### src/hdl/hrd_pkg.sv
// hrd_pkg: shared types, constants and the header-prefix table for the
// HTTP request deframer. No dependencies; imported by every hdl module.
package hrd_pkg;

    // Field and counter widths
    localparam int LENGTH_BITS       = 24;
    localparam int HEADER_COUNT_BITS = 17;
    localparam int MAX_DIGITS        = 31;
    localparam int DIGIT_CNT_BITS    = 5;
    localparam int PREFIX_LEN        = 15;
    localparam int POS_BITS          = 4;
    localparam int CFG_IDX_BITS      = 1;
    localparam int CFG_DATA_BITS     = 24;

    // Digit accumulator saturates at 2^LENGTH_BITS, one bit wider than the length
    localparam int ACC_BITS = LENGTH_BITS + 1;
    localparam logic [ACC_BITS-1:0] LEN_SAT = ACC_BITS'(1) << LENGTH_BITS;

    // Room for accumulator times ten plus one digit
    localparam int MUL_BITS = ACC_BITS + 4;

    // Configuration register indexes and reset values
    localparam logic [CFG_IDX_BITS-1:0] CFG_MAX_HEADER = 1'b0;
    localparam logic [CFG_IDX_BITS-1:0] CFG_MAX_BODY   = 1'b1;
    localparam logic [HEADER_COUNT_BITS-1:0] MAX_HEADER_RESET = HEADER_COUNT_BITS'(16 * 1024);
    localparam logic [LENGTH_BITS-1:0] MAX_BODY_RESET = LENGTH_BITS'(10 * 1024 * 1024);

    // Characters of interest
    localparam logic [7:0] CH_CR   = 8'h0D;
    localparam logic [7:0] CH_LF   = 8'h0A;
    localparam logic [7:0] CH_ZERO = 8'h30;
    localparam logic [7:0] CH_NINE = 8'h39;
    localparam logic [7:0] CH_UC_A = 8'h41;
    localparam logic [7:0] CH_UC_Z = 8'h5A;
    localparam logic [7:0] CASE_OFS = 8'h20;

    // Result codes
    typedef enum logic [2:0] {
        KIND_HEADER  = 3'd0,
        KIND_TERM    = 3'd1,
        KIND_BODY    = 3'd2,
        KIND_IGNORED = 3'd3,
        KIND_ERROR   = 3'd4
    } t_kind;

    typedef enum logic [1:0] {
        ERR_NONE   = 2'd0,
        ERR_HEADER = 2'd1,
        ERR_BODY   = 2'd2,
        ERR_CLOSED = 2'd3
    } t_err;

    // Classified input word, front to back
    typedef struct packed {
        logic [7:0] data;
        logic [7:0] lower;
        logic [3:0] digit;
        logic       is_cr;
        logic       is_lf;
        logic       is_digit;
        logic       first;
        logic       closed;
    } t_cls;

    // Result word
    typedef struct packed {
        t_kind                  kind;
        logic [7:0]             data;
        logic [LENGTH_BITS-1:0] body_length;
        logic                   last;
        t_err                   err;
    } t_res;

    // "content-length:" by position
    function automatic logic [7:0] prefix_char(input logic [POS_BITS-1:0] pos);
        logic [7:0] ch;
        case (pos)
            4'd0:    ch = "c";
            4'd1:    ch = "o";
            4'd2:    ch = "n";
            4'd3:    ch = "t";
            4'd4:    ch = "e";
            4'd5:    ch = "n";
            4'd6:    ch = "t";
            4'd7:    ch = "-";
            4'd8:    ch = "l";
            4'd9:    ch = "e";
            4'd10:   ch = "n";
            4'd11:   ch = "g";
            4'd12:   ch = "t";
            4'd13:   ch = "h";
            4'd14:   ch = ":";
            default: ch = 8'h00;
        endcase
        return ch;
    endfunction

endpackage

### src/hdl/http_request_deframer.sv
// HTTP/1.1 request deframer, one request byte per word.
// A pushed word is queued at the input, then parsed into the result queue.
// Throughput: one word per cycle while the result queue has room.
// Reset (synchronous, i_rst_n low): both queues empty, parser in header phase,
// limits back to 16 KiB of header and 10 MiB of body.
// Depends on hrd_pkg, hrd_front, hrd_back.
module http_request_deframer
    import hrd_pkg::*;
(
    input  logic                     i_clk,
    input  logic                     i_rst_n,
    // input queue side
    input  logic                     push,
    output logic                     full,
    input  logic [7:0]               i_data_byte,
    input  logic                     i_first_of_request,
    input  logic                     i_stream_closed,
    // result queue side
    output logic                     empty,
    input  logic                     pop,
    output logic [2:0]               o_byte_kind,
    output logic [7:0]               o_out_byte,
    output logic [LENGTH_BITS-1:0]   o_body_length,
    output logic                     o_last_of_request,
    output logic [1:0]               o_error_code,
    // configuration
    input  logic                     i_cfg_we,
    input  logic [CFG_IDX_BITS-1:0]  i_cfg_index,
    input  logic [CFG_DATA_BITS-1:0] i_cfg_data
);

    logic [HEADER_COUNT_BITS-1:0] r_max_header;
    logic [LENGTH_BITS-1:0]       r_max_body;
    logic                         cls_valid;
    logic                         cls_take;
    t_cls                         cls_word;
    t_res                         res;

    // Limit registers
    always_ff @(posedge i_clk) begin
        if (!i_rst_n) begin
            r_max_header <= MAX_HEADER_RESET;
            r_max_body   <= MAX_BODY_RESET;
        end else if (i_cfg_we) begin
            if (i_cfg_index == CFG_MAX_HEADER) begin
                r_max_header <= i_cfg_data[HEADER_COUNT_BITS-1:0];
            end else begin
                r_max_body <= i_cfg_data[LENGTH_BITS-1:0];
            end
        end
    end

    hrd_front u_front (
        .i_clk       (i_clk),
        .i_rst_n     (i_rst_n),
        .i_push      (push),
        .i_data_byte (i_data_byte),
        .i_first     (i_first_of_request),
        .i_closed    (i_stream_closed),
        .o_full      (full),
        .o_valid     (cls_valid),
        .o_word      (cls_word),
        .i_take      (cls_take)
    );

    hrd_back u_back (
        .i_clk        (i_clk),
        .i_rst_n      (i_rst_n),
        .i_valid      (cls_valid),
        .i_word       (cls_word),
        .o_take       (cls_take),
        .i_max_header (r_max_header),
        .i_max_body   (r_max_body),
        .i_pop        (pop),
        .o_empty      (empty),
        .o_res        (res)
    );

    assign o_byte_kind       = res.kind;
    assign o_out_byte        = res.data;
    assign o_body_length     = res.body_length;
    assign o_last_of_request = res.last;
    assign o_error_code      = res.err;

    // Both queues come out of reset empty
    a_reset_empty: assert property (@(posedge i_clk)
        !i_rst_n |=> (!full && empty))
        else $error("queues not empty after reset");

    // Every error word ends the request and carries a code
    a_error_last: assert property (@(posedge i_clk) disable iff (!i_rst_n)
        (!empty && o_byte_kind == KIND_ERROR) |->
        (o_last_of_request && o_error_code != ERR_NONE))
        else $error("error word without last or code");

    // Non-error words carry no error code
    a_no_code: assert property (@(posedge i_clk) disable iff (!i_rst_n)
        (!empty && o_byte_kind != KIND_ERROR) |-> (o_error_code == ERR_NONE))
        else $error("error code on a non-error word");

    // A terminator that ends the request means an empty body
    a_empty_body: assert property (@(posedge i_clk) disable iff (!i_rst_n)
        (!empty && o_byte_kind == KIND_TERM && o_last_of_request) |->
        (o_body_length == '0))
        else $error("final terminator with nonzero body length");

endmodule

### src/hdl/hrd_front.sv
// hrd_front: accepts input bytes, classifies them (CR, LF, digit, lower case)
// and holds them in a two-word queue for the parser. Depends on hrd_pkg.
module hrd_front
    import hrd_pkg::*;
(
    input  logic       i_clk,
    input  logic       i_rst_n,
    input  logic       i_push,
    input  logic [7:0] i_data_byte,
    input  logic       i_first,
    input  logic       i_closed,
    output logic       o_full,
    output logic       o_valid,
    output t_cls       o_word,
    input  logic       i_take
);

    t_cls       n_word;
    t_cls       r_mem [2];
    logic       r_wptr;
    logic       r_rptr;
    logic [1:0] r_count;
    logic       wr_en;
    logic       rd_en;

    // Classify the incoming byte
    always_comb begin
        n_word.data     = i_data_byte;
        n_word.lower    = (i_data_byte inside {[CH_UC_A:CH_UC_Z]}) ?
                          i_data_byte + CASE_OFS : i_data_byte;
        n_word.digit    = 4'(i_data_byte - CH_ZERO);
        n_word.is_cr    = i_data_byte == CH_CR;
        n_word.is_lf    = i_data_byte == CH_LF;
        n_word.is_digit = i_data_byte inside {[CH_ZERO:CH_NINE]};
        n_word.first    = i_first;
        n_word.closed   = i_closed;
    end

    assign o_full  = r_count == 2'd2;
    assign o_valid = r_count != 2'd0;
    assign o_word  = r_mem[r_rptr];
    assign wr_en   = i_push && !o_full;
    assign rd_en   = i_take && o_valid;

    // Queue storage; payload needs no reset
    always_ff @(posedge i_clk) begin
        if (wr_en) begin
            r_mem[r_wptr] <= n_word;
        end
    end

    // Queue pointers and fill
    always_ff @(posedge i_clk) begin
        if (!i_rst_n) begin
            r_wptr  <= 1'b0;
            r_rptr  <= 1'b0;
            r_count <= 2'd0;
        end else begin
            if (wr_en) begin
                r_wptr <= !r_wptr;
            end
            if (rd_en) begin
                r_rptr <= !r_rptr;
            end
            r_count <= r_count + 2'(wr_en) - 2'(rd_en);
        end
    end

endmodule

### src/hdl/hrd_back.sv
// hrd_back: request parser (header scan, content-length capture, body count)
// and a two-word result queue. Depends on hrd_pkg.
module hrd_back
    import hrd_pkg::*;
(
    input  logic                         i_clk,
    input  logic                         i_rst_n,
    input  logic                         i_valid,
    input  t_cls                         i_word,
    output logic                         o_take,
    input  logic [HEADER_COUNT_BITS-1:0] i_max_header,
    input  logic [LENGTH_BITS-1:0]       i_max_body,
    input  logic                         i_pop,
    output logic                         o_empty,
    output t_res                         o_res
);

    typedef enum logic [1:0] {
        PH_HEADER,
        PH_BODY,
        PH_DONE,
        PH_STOP
    } t_phase;

    // Parser state
    t_phase                       r_phase,  n_phase,  c_phase;
    logic [1:0]                   r_term,   n_term,   c_term;
    logic [POS_BITS-1:0]          r_pos,    n_pos,    c_pos;
    logic                         r_pok,    n_pok,    c_pok;
    logic                         r_inlen,  n_inlen,  c_inlen;
    logic [ACC_BITS-1:0]          r_dv,     n_dv,     c_dv;
    logic [DIGIT_CNT_BITS-1:0]    r_dc,     n_dc,     c_dc;
    logic [LENGTH_BITS-1:0]       r_len,    n_len,    c_len;
    logic [HEADER_COUNT_BITS-1:0] r_hdr,    n_hdr,    c_hdr;
    logic [LENGTH_BITS-1:0]       r_bc,     n_bc,     c_bc;

    logic [HEADER_COUNT_BITS:0]   hdr_inc;
    logic [MUL_BITS-1:0]          acc_mul;
    logic                         prefix_hit;
    logic                         term_done;
    t_res                         n_res;

    // Result queue
    t_res                         r_mem [2];
    logic                         r_wptr;
    logic                         r_rptr;
    logic [1:0]                   r_count;
    logic                         rd_en;

    assign o_take  = i_valid && (r_count != 2'd2);
    assign o_empty = r_count == 2'd0;
    assign o_res   = r_mem[r_rptr];
    assign rd_en   = i_pop && !o_empty;

    // State as seen by this word: a new request starts from cleared state
    always_comb begin
        if (i_word.first) begin
            c_phase = PH_HEADER;
            c_term  = 2'd0;
            c_pos   = '0;
            c_pok   = 1'b1;
            c_inlen = 1'b0;
            c_dv    = '0;
            c_dc    = '0;
            c_len   = '0;
            c_hdr   = '0;
            c_bc    = '0;
        end else begin
            c_phase = r_phase;
            c_term  = r_term;
            c_pos   = r_pos;
            c_pok   = r_pok;
            c_inlen = r_inlen;
            c_dv    = r_dv;
            c_dc    = r_dc;
            c_len   = r_len;
            c_hdr   = r_hdr;
            c_bc    = r_bc;
        end
    end

    assign hdr_inc    = {1'b0, c_hdr} + 1'b1;
    assign acc_mul    = (MUL_BITS'(c_dv) << 3) + (MUL_BITS'(c_dv) << 1)
                      + MUL_BITS'(i_word.digit);
    assign prefix_hit = c_pok && (i_word.lower == prefix_char(c_pos));

    // Per-byte parser step
    always_comb begin
        n_phase   = c_phase;
        n_term    = c_term;
        n_pos     = c_pos;
        n_pok     = c_pok;
        n_inlen   = c_inlen;
        n_dv      = c_dv;
        n_dc      = c_dc;
        n_len     = c_len;
        n_hdr     = c_hdr;
        n_bc      = c_bc;
        term_done = 1'b0;

        n_res.kind        = KIND_IGNORED;
        n_res.data        = i_word.data;
        n_res.last        = 1'b0;
        n_res.err         = ERR_NONE;

        if (i_word.closed) begin
            n_res.data = 8'h00;
            if (c_phase == PH_HEADER || c_phase == PH_BODY) begin
                n_phase    = PH_STOP;
                n_res.kind = KIND_ERROR;
                n_res.last = 1'b1;
                n_res.err  = ERR_CLOSED;
            end
        end else begin
            case (c_phase)
                PH_HEADER: begin
                    if (hdr_inc > {1'b0, i_max_header} || hdr_inc[HEADER_COUNT_BITS]) begin
                        // header limit, checked before anything else
                        n_phase    = PH_STOP;
                        n_res.kind = KIND_ERROR;
                        n_res.last = 1'b1;
                        n_res.err  = ERR_HEADER;
                    end else begin
                        n_hdr = hdr_inc[HEADER_COUNT_BITS-1:0];

                        // CR LF CR LF tracker
                        if (i_word.is_cr) begin
                            n_term = (c_term == 2'd2) ? 2'd3 : 2'd1;
                        end else if (i_word.is_lf) begin
                            term_done = c_term == 2'd3;
                            n_term    = (c_term == 2'd1) ? 2'd2 : 2'd0;
                        end else begin
                            n_term = 2'd0;
                        end

                        // line tracking: prefix match, then digit capture
                        if (i_word.is_lf) begin
                            n_pos   = '0;
                            n_pok   = 1'b1;
                            n_inlen = 1'b0;
                        end else if (c_pos < POS_BITS'(PREFIX_LEN)) begin
                            n_pok = prefix_hit;
                            n_pos = c_pos + 1'b1;
                            if (c_pos == POS_BITS'(PREFIX_LEN - 1) && prefix_hit) begin
                                n_inlen = 1'b1;
                                n_dv    = '0;
                                n_dc    = '0;
                            end
                        end else if (c_inlen && i_word.is_digit &&
                                     c_dc < DIGIT_CNT_BITS'(MAX_DIGITS)) begin
                            n_dv = (acc_mul > MUL_BITS'(LEN_SAT)) ? LEN_SAT
                                                                  : acc_mul[ACC_BITS-1:0];
                            n_dc = c_dc + 1'b1;
                        end

                        if (!term_done) begin
                            n_res.kind = KIND_HEADER;
                        end else if (n_dv[LENGTH_BITS] ||
                                     n_dv[LENGTH_BITS-1:0] > i_max_body) begin
                            n_phase    = PH_STOP;
                            n_res.kind = KIND_ERROR;
                            n_res.last = 1'b1;
                            n_res.err  = ERR_BODY;
                        end else begin
                            n_len      = n_dv[LENGTH_BITS-1:0];
                            n_bc       = '0;
                            n_res.kind = KIND_TERM;
                            if (n_dv[LENGTH_BITS-1:0] == '0) begin
                                n_phase    = PH_DONE;
                                n_res.last = 1'b1;
                            end else begin
                                n_phase = PH_BODY;
                            end
                        end
                    end
                end
                PH_BODY: begin
                    n_bc       = c_bc + 1'b1;
                    n_res.kind = KIND_BODY;
                    if (n_bc >= c_len) begin
                        n_phase    = PH_DONE;
                        n_res.last = 1'b1;
                    end
                end
                default: begin
                    n_res.kind = KIND_IGNORED;
                end
            endcase
        end

        n_res.body_length = n_len;
    end

    // Result storage; payload needs no reset
    always_ff @(posedge i_clk) begin
        if (o_take) begin
            r_mem[r_wptr] <= n_res;
        end
    end

    // Parser state and result queue control
    always_ff @(posedge i_clk) begin
        if (!i_rst_n) begin
            r_phase <= PH_HEADER;
            r_term  <= 2'd0;
            r_pos   <= '0;
            r_pok   <= 1'b1;
            r_inlen <= 1'b0;
            r_dv    <= '0;
            r_dc    <= '0;
            r_len   <= '0;
            r_hdr   <= '0;
            r_bc    <= '0;
            r_wptr  <= 1'b0;
            r_rptr  <= 1'b0;
            r_count <= 2'd0;
        end else begin
            if (o_take) begin
                r_phase <= n_phase;
                r_term  <= n_term;
                r_pos   <= n_pos;
                r_pok   <= n_pok;
                r_inlen <= n_inlen;
                r_dv    <= n_dv;
                r_dc    <= n_dc;
                r_len   <= n_len;
                r_hdr   <= n_hdr;
                r_bc    <= n_bc;
                r_wptr  <= !r_wptr;
            end
            if (rd_en) begin
                r_rptr <= !r_rptr;
            end
            r_count <= r_count + 2'(o_take) - 2'(rd_en);
        end
    end

endmodule

### config.mk
export PLATFORM = sky130hd
export DESIGN_NAME = http_request_deframer
export DESIGN_NICKNAME = d
export VERILOG_FILES = /design/src/hdl/hrd_pkg.sv /design/src/hdl/http_request_deframer.sv /design/src/hdl/hrd_front.sv /design/src/hdl/hrd_back.sv
export SDC_FILE = /design/constraint.sdc
export NUM_CORES = 1
export LEC_CHECK = 0
export BUFFER_PORTS_ARGS = -buffer_cell sky130_fd_sc_hd__clkbuf_2
export CORE_MARGIN = 1.5
export CORE_UTILIZATION = 45
export DETAILED_ROUTE_END_ITERATION = 16
export REMOVE_ABC_BUFFERS = 1
export SYNTH_ARGS = -nofsm -noshare
export SYNTH_HDL_FRONTEND = slang
export SYNTH_HIERARCHICAL = 1
export SYNTH_SLANG_ARGS = --single-unit
### constraint.sdc
create_clock -name i_clk -period 9.3 [get_ports i_clk]
set_input_delay 1.86 -clock i_clk [delete_from_list [all_inputs] [get_ports i_clk]]
set_output_delay 1.86 -clock i_clk [all_outputs]
set_load 0.05 [all_outputs]
Yosys cells after proc, flatten, opt, wreduce, memory -nomap -nowiden

Memories as Yosys holds them, arrays and structs flattened. A register that Yosys moved wholly into a read port is not among the register bits.
Cells that the tools add are included.

Add/subtract/negate cells: 12
$mul: 0
Divide/modulo/power cells: 0
Order comparisons: 10
Eq/ne operators: 10
Shifts and indexed selects: 0
Multiplexer cells: 103
Bitwise operators: 1
Reductions and logical operators: 25

Operators by type and width:

| kind                  | count |
|---|---|
| $mux 25               | 12 |
| $mux 24               | 11 |
| $mux 17               | 4 |
| $pmux 24 s2           | 1 |
| $mux 5                | 8 |
| $mux 2                | 18 |
| $add 28x26->29        | 1 |
| $add 29x4->29         | 1 |
| $gt 29x25->1 const B  | 1 |
| $mux 1                | 29 |
| $mux 3                | 9 |
| $add 24x1->24 const B | 1 |
| $ge 24x24->1          | 1 |
| $gt 24x24->1          | 1 |
| $logic_not 24->1      | 1 |
| $mux 4                | 6 |
| $add 17x1->18 const B | 1 |
| $gt 18x17->1          | 1 |
| $eq 8x4->1 const B    | 2 |
| $mux 8                | 2 |
| $logic_and 1x1->1     | 10 |
| $add 8x6->8 const B   | 1 |
| $eq 8x8->1            | 1 |
| $ge 8x6->1 const B    | 1 |
| 23 further kinds      | 37 |

Register bits after elaboration: 154
Latch bits: 0
Bits in writable memories: 126
Memory bits (read-only): 112
Input bits: 40
Output and inout bits: 40
Word-level logic and storage cells: 182
Memories: 3

Memories:

| memory           | depth | bits a word | rd ports | clocked after Yosys merged registers in | write ports | line            | source |
|---|---|---|---|---|---|---|---|
| (name not given) | 16    | 7           | 1        | 0                                       | 0           | hrd_pkg.sv:77   | `case (pos)` |
| u_back.r_mem     | 2     | 38          | 1        | 1                                       | 1           | hrd_back.sv:44  | `t_res r_mem [2];` |
| u_front.r_mem    | 2     | 25          | 1        | 1                                       | 1           | hrd_front.sv:19 | `t_cls r_mem [2];` |

Logic depth before layout (Yosys ltp)

Depth in word-level cells: 18
Gate-level depth with buffers: 35
Mapped depth without buffers: 26

Cells and area by module

Netlist, hierarchy kept.

Modules (own cells, without submodules):

| module                | instances | cells each | area an instance (µm²) | seq. area each (µm²) |
|---|---|---|---|---|
| hrd_back              | 1         | 1,601      | 13,797.0               | 4,484.3 |
| hrd_front             | 1         | 114        | 1,612.8                | 1,061.0 |
| http_request_deframer | 1         | 164        | 1,601.5                | 820.8 |

Worst setup path after synthesis

OpenSTA, ideal clock, no wires.

Kind: register to register
Start: register (tool-made name)
End: memory u_back/r_mem[0][7] (netlist name), data pin
Setup time: 0.262 ns
Data arrival time: 8.001 ns
Required time: 9.038 ns
Setup slack: 1.036 ns
Cell stages (with the launch flop): 33
Path buffers: 11
Period minus slack after synthesis: 8.264 ns
Cell sequence: dfxtp_1 buf_2 buf_4 mux2_1 clkbuf_1 clkbuf_1 clkbuf_1 buf_1 clkbuf_1 clkbuf_1 nor2b_1 ha_1 ha_1 buf_2 a21oi_2 o21ai_2 a32o_1 or4_1 a31o_1 or4_4 o31ai_4 buf_4 a32oi_1 inv_1 ha_1 a211oi_1 o21ai_0 a221o_1 or2_2 a32oi_1 nand3_1 clkbuf_1 mux2_2

RTL lines:

| element          | line |
|---|---|
| end: declaration | hrd_back.sv:44 |

==> results.json <==
{
  "fmax_ghz": 0.1173,
  "fp.dieH_um": 197.4,
  "ctsRootBufferMaster": "clkbuf_16",
  "ys.warnings.count": 6,
  "dr.pass1.iters": 5,
  "skew_ps": 33.73,
  "cp.required_ps": 9800,
  "cts_hold_buffers": 0,
  "synth-seq-cells": 264,
  "critPathLaunchType": "flip-flop",
  "endpoint_kind": "flip-flop",
  "path_clk_slew_ps": 60,
  "crit_type": "flip-flop to flip-flop",
  "antenna_found_initial": 0,
  "power_density_mw_per_mm2": 218.2,
  "path_max_fanout": 39,
  "die_w_um": 197.4,
  "place_area_mm2": 0.01770,
  "ys.flop_type": "dfxtp_1",
  "ir_worst_vdd_uv": 285.2,
  "p_leak_uw": 0.007448,
  "cts_resized": 0,
  "synthArstFlopShare_pct": 0,
  "power.total_uw": 4054,
  "synthesis.area_mm2": 0.01701,
  "setup_viol": 0,
  "core_area_mm2": 0.03740,
  "via_per_inst": 5.844,
  "cts_sinks": 264,
  "grt_pass1_wl_um": 75290,
  "synth_edf_count": 108,
  "slew_headroom_pct": 37.03,
  "finalHoldViolations": 0,
  "diodes": 0,
  "cap_viol_max_count": 0,
  "holdWs_ps": 449.9,
  "period_share_pct": 91.63,
  "io_pins": 80,
  "clock_latency_ps": 580,
  "nets": 2072,
  "drt-total-wl_um": 48100,
  "dr_total_vias": 14237,
  "cp_data_arrival_time_ps": 9020,
  "combPwrFrac_pct": 37.1,
  "sequentialPowerShare_pct": 36.4,
  "drc_errors": 0,
  "wire_per_inst_um": 19.74,
  "htree_num_levels": 1,
  "fin_crit_ps": 8522,
  "hold_path.class": "flip-flop to flip-flop",
  "grt_util_all_layers_pct": 24.48,
  "fin_util_pct": 49.67,
  "grt_max_degree": 69,
  "status": "complete, no violations",
  "cts_setup_buffers": 0,
  "yosysSeqAreaShare_pct": 37.42,
  "row_count": 71,
  "drive_above_1_share_pct": 12.42,
  "syn2layout_area_growth_pct": 9.208,
  "power.switching_uw": 1665,
  "initialDrtViolationCount": 1084,
  "max_slew.worst_pin.slew_ps": 944.5,
  "initial_core_util_pct": 45.49,
  "gp_congestion": 0.9459,
  "synth_top_area_share_pct": 19.06,
  "synth_cell_type_count": 93,
  "portBuffers": 79,
  "numCtsBuffers": 29,
  "synth_cells": 1879,
  "power.share.clock_pct": 26.4,
  "slew_violations": 0,
  "cts_buffer_depth": 3,
  "place_hpwl_um": 35490,
  "stdcell_area_mm2": 0.01858,
  "cell_internal_pwr_uw": 2389,
  "synth.area.top_cells": "edfxtp_1 (19%), dfxtp_1 (18%), ha_1 (9.4%), nand2_1 (4.4%), a21oi_1 (3.4%)",
  "grt_pass1_vias": 13347,
  "dieArea_mm2": 0.03898,
  "swShare_pct": 41.07,
  "rsz0062_at_grt": "no",
  "grt_remaining_overflow": 0,
  "syn_avg_cell_area_um2": 9.053,
  "final_antenna_net_count": 0,
  "yosysTopAreaCell": "edfxtp_1",
  "cts_tree": "done"
}
cells in the mapped netlist, drive strengths merged, types with 7 or more instances:
cell     instances
a211oi          16
a211o            9
buf             39
a2111oi          7
a21o            18
a31oi           15
clkbuf          70
xor2            22
xnor2           30
and2            27
nor4            14
and4             9
nand2b          14
dfxtp          156
mux2i           53
a22o            13
nand3           50
o21ai          110
nand2          198
edfxtp         108
inv            104
a32o            12
nor3            24
mux2            65
and3            14
a32oi           16
nand3b           7
nor2b           72
ha             128
o21a            20
a22oi           29
nand4           50
o211ai          16
or3             15
o31ai            8
nor2           118
a21oi          119
final timing paths:
kind                                   endpoint  cells past startpoint      startpoint  slack [ps]
worst max-delay path            u_back/r_len[4]                     24       flip-flop         780
worst min-delay path             r_max_body[18]                      2  r_max_body[18]         450
worst max register to register  u_back/r_len[4]                     24       flip-flop         780
worst min register to register   r_max_body[18]                      2  r_max_body[18]         450
area by class of cell:
| class | count | area, um^2 |
|---|---|---|
| clock buffer | 34 | 764.5 |
| clock inverter | 20 | 117.6 |
| fill | 3643 | 18820 |
| inverter | 104 | 390.4 |
| multi-input combinational | 1402 | 9738 |
| sequential | 264 | 6367 |
| tap | 511 | 639.4 |
| timing repair buffer | 101 | 560.5 |
placed cells by master, fill, tap and decap left out, drive strengths merged, types with 14 or more instances in the layout:
cell / count
nand2: 198
dfxtp: 156
ha: 128
a21oi: 119
nor2: 118
clkbuf: 112
o21ai: 110
edfxtp: 108
inv: 105
nor2b: 72
mux2: 65
mux2i: 53
nand4: 50
nand3: 50
xnor2: 30
a22oi: 29
and2: 27
nor3: 24
buf: 23
xor2: 22
o21a: 20
a21o: 18
a32oi: 16
a211oi: 16
o211ai: 16
a31oi: 15
or3: 15
nand2b: 14
and3: 14
nor4: 14
per-layer routing:
| layer | routed length (um) | up-vias | global-route usage, % |
|---|---|---|---|
| met5 | 0 | - | 0 |
| met3 | 2200 | 78 | 2.834 |
| met4 | 1562 | 0 | 8.029 |
| met1 | 22290 | 6843 | 33.72 |
| li1 | - | 6943 | - |
| met2 | 22040 | 373 | 39.92 |
power groups by stage:
stage / Combinational [uW] / Sequential, uW / Clock (uW)
6_report: 1510 / 1480 / 1070
5_1_grt: 1610 / 1490 / 1140
4_1_cts: 1510 / 1480 / 1100
3_5_place_dp: 1510 / 1500 / 0
3_3_place_gp: 1500 / 1500 / 0
2_1_floorplan: 1010 / 1510 / 0
worst max-delay path, cell delays in order (launching register included):
cell and delay [ps]:
dfxtp_1 340, mux2_4 460, nor2b_1 330, ha_1 300, ha_1 270, fa_1 470, a21o_1 220, a211oi_1 690
nor3_1 230, or3_1 370, a211oi_1 330, nand4_1 230, o31ai_4 720, buf_4 390, a32o_1 300, ha_1 270
a211oi_1 220, o21a_1 180, nand3_1 90, a211o_1 270, a32oi_1 310, and2_1 260, nand3_1 130, nor4_2 770
a22o_1 250
metrics by stage:
stage	setup TNS, ps	std cells	worst slack [ps]
after CTS	0	2436	991.1
after detailed placement	0	2382	1041
after global placement	0	2382	1238
after global routing	0	2436	334.6
final	0	2436	778.1
after floorplan	-148670	1770	-1918
state kept, by name (all words and copies together), names as in the netlist, 2 cells and up, named ones only:
| name | count |
|---|---|
| u_back/r_term | 2 |
| u_back/r_len | 24 |
| u_back/r_pos | 4 |
| r_max_header | 17 |
| u_front/r_mem | 32 |
| r_max_body | 24 |
| u_back/r_phase | 2 |
| u_back/r_count | 2 |
| u_front/r_count | 2 |
| u_back/r_hdr | 17 |
| u_back/r_bc | 24 |
| u_back/r_dv | 25 |
| u_back/r_dc | 5 |
| u_back/r_mem | 76 |
kinds of logic after synthesis:
kind of cell	count (synthesis)	synth area share, %
compound gates	467	18.46
xor+xnor	52	2.677
fa+ha+maj	130	9.650
buf+inv	213	5.546
flops	264	37.42
mux	118	7.421
simple gates	635	18.82
Note: power is estimated with default switching activity, not from simulation.
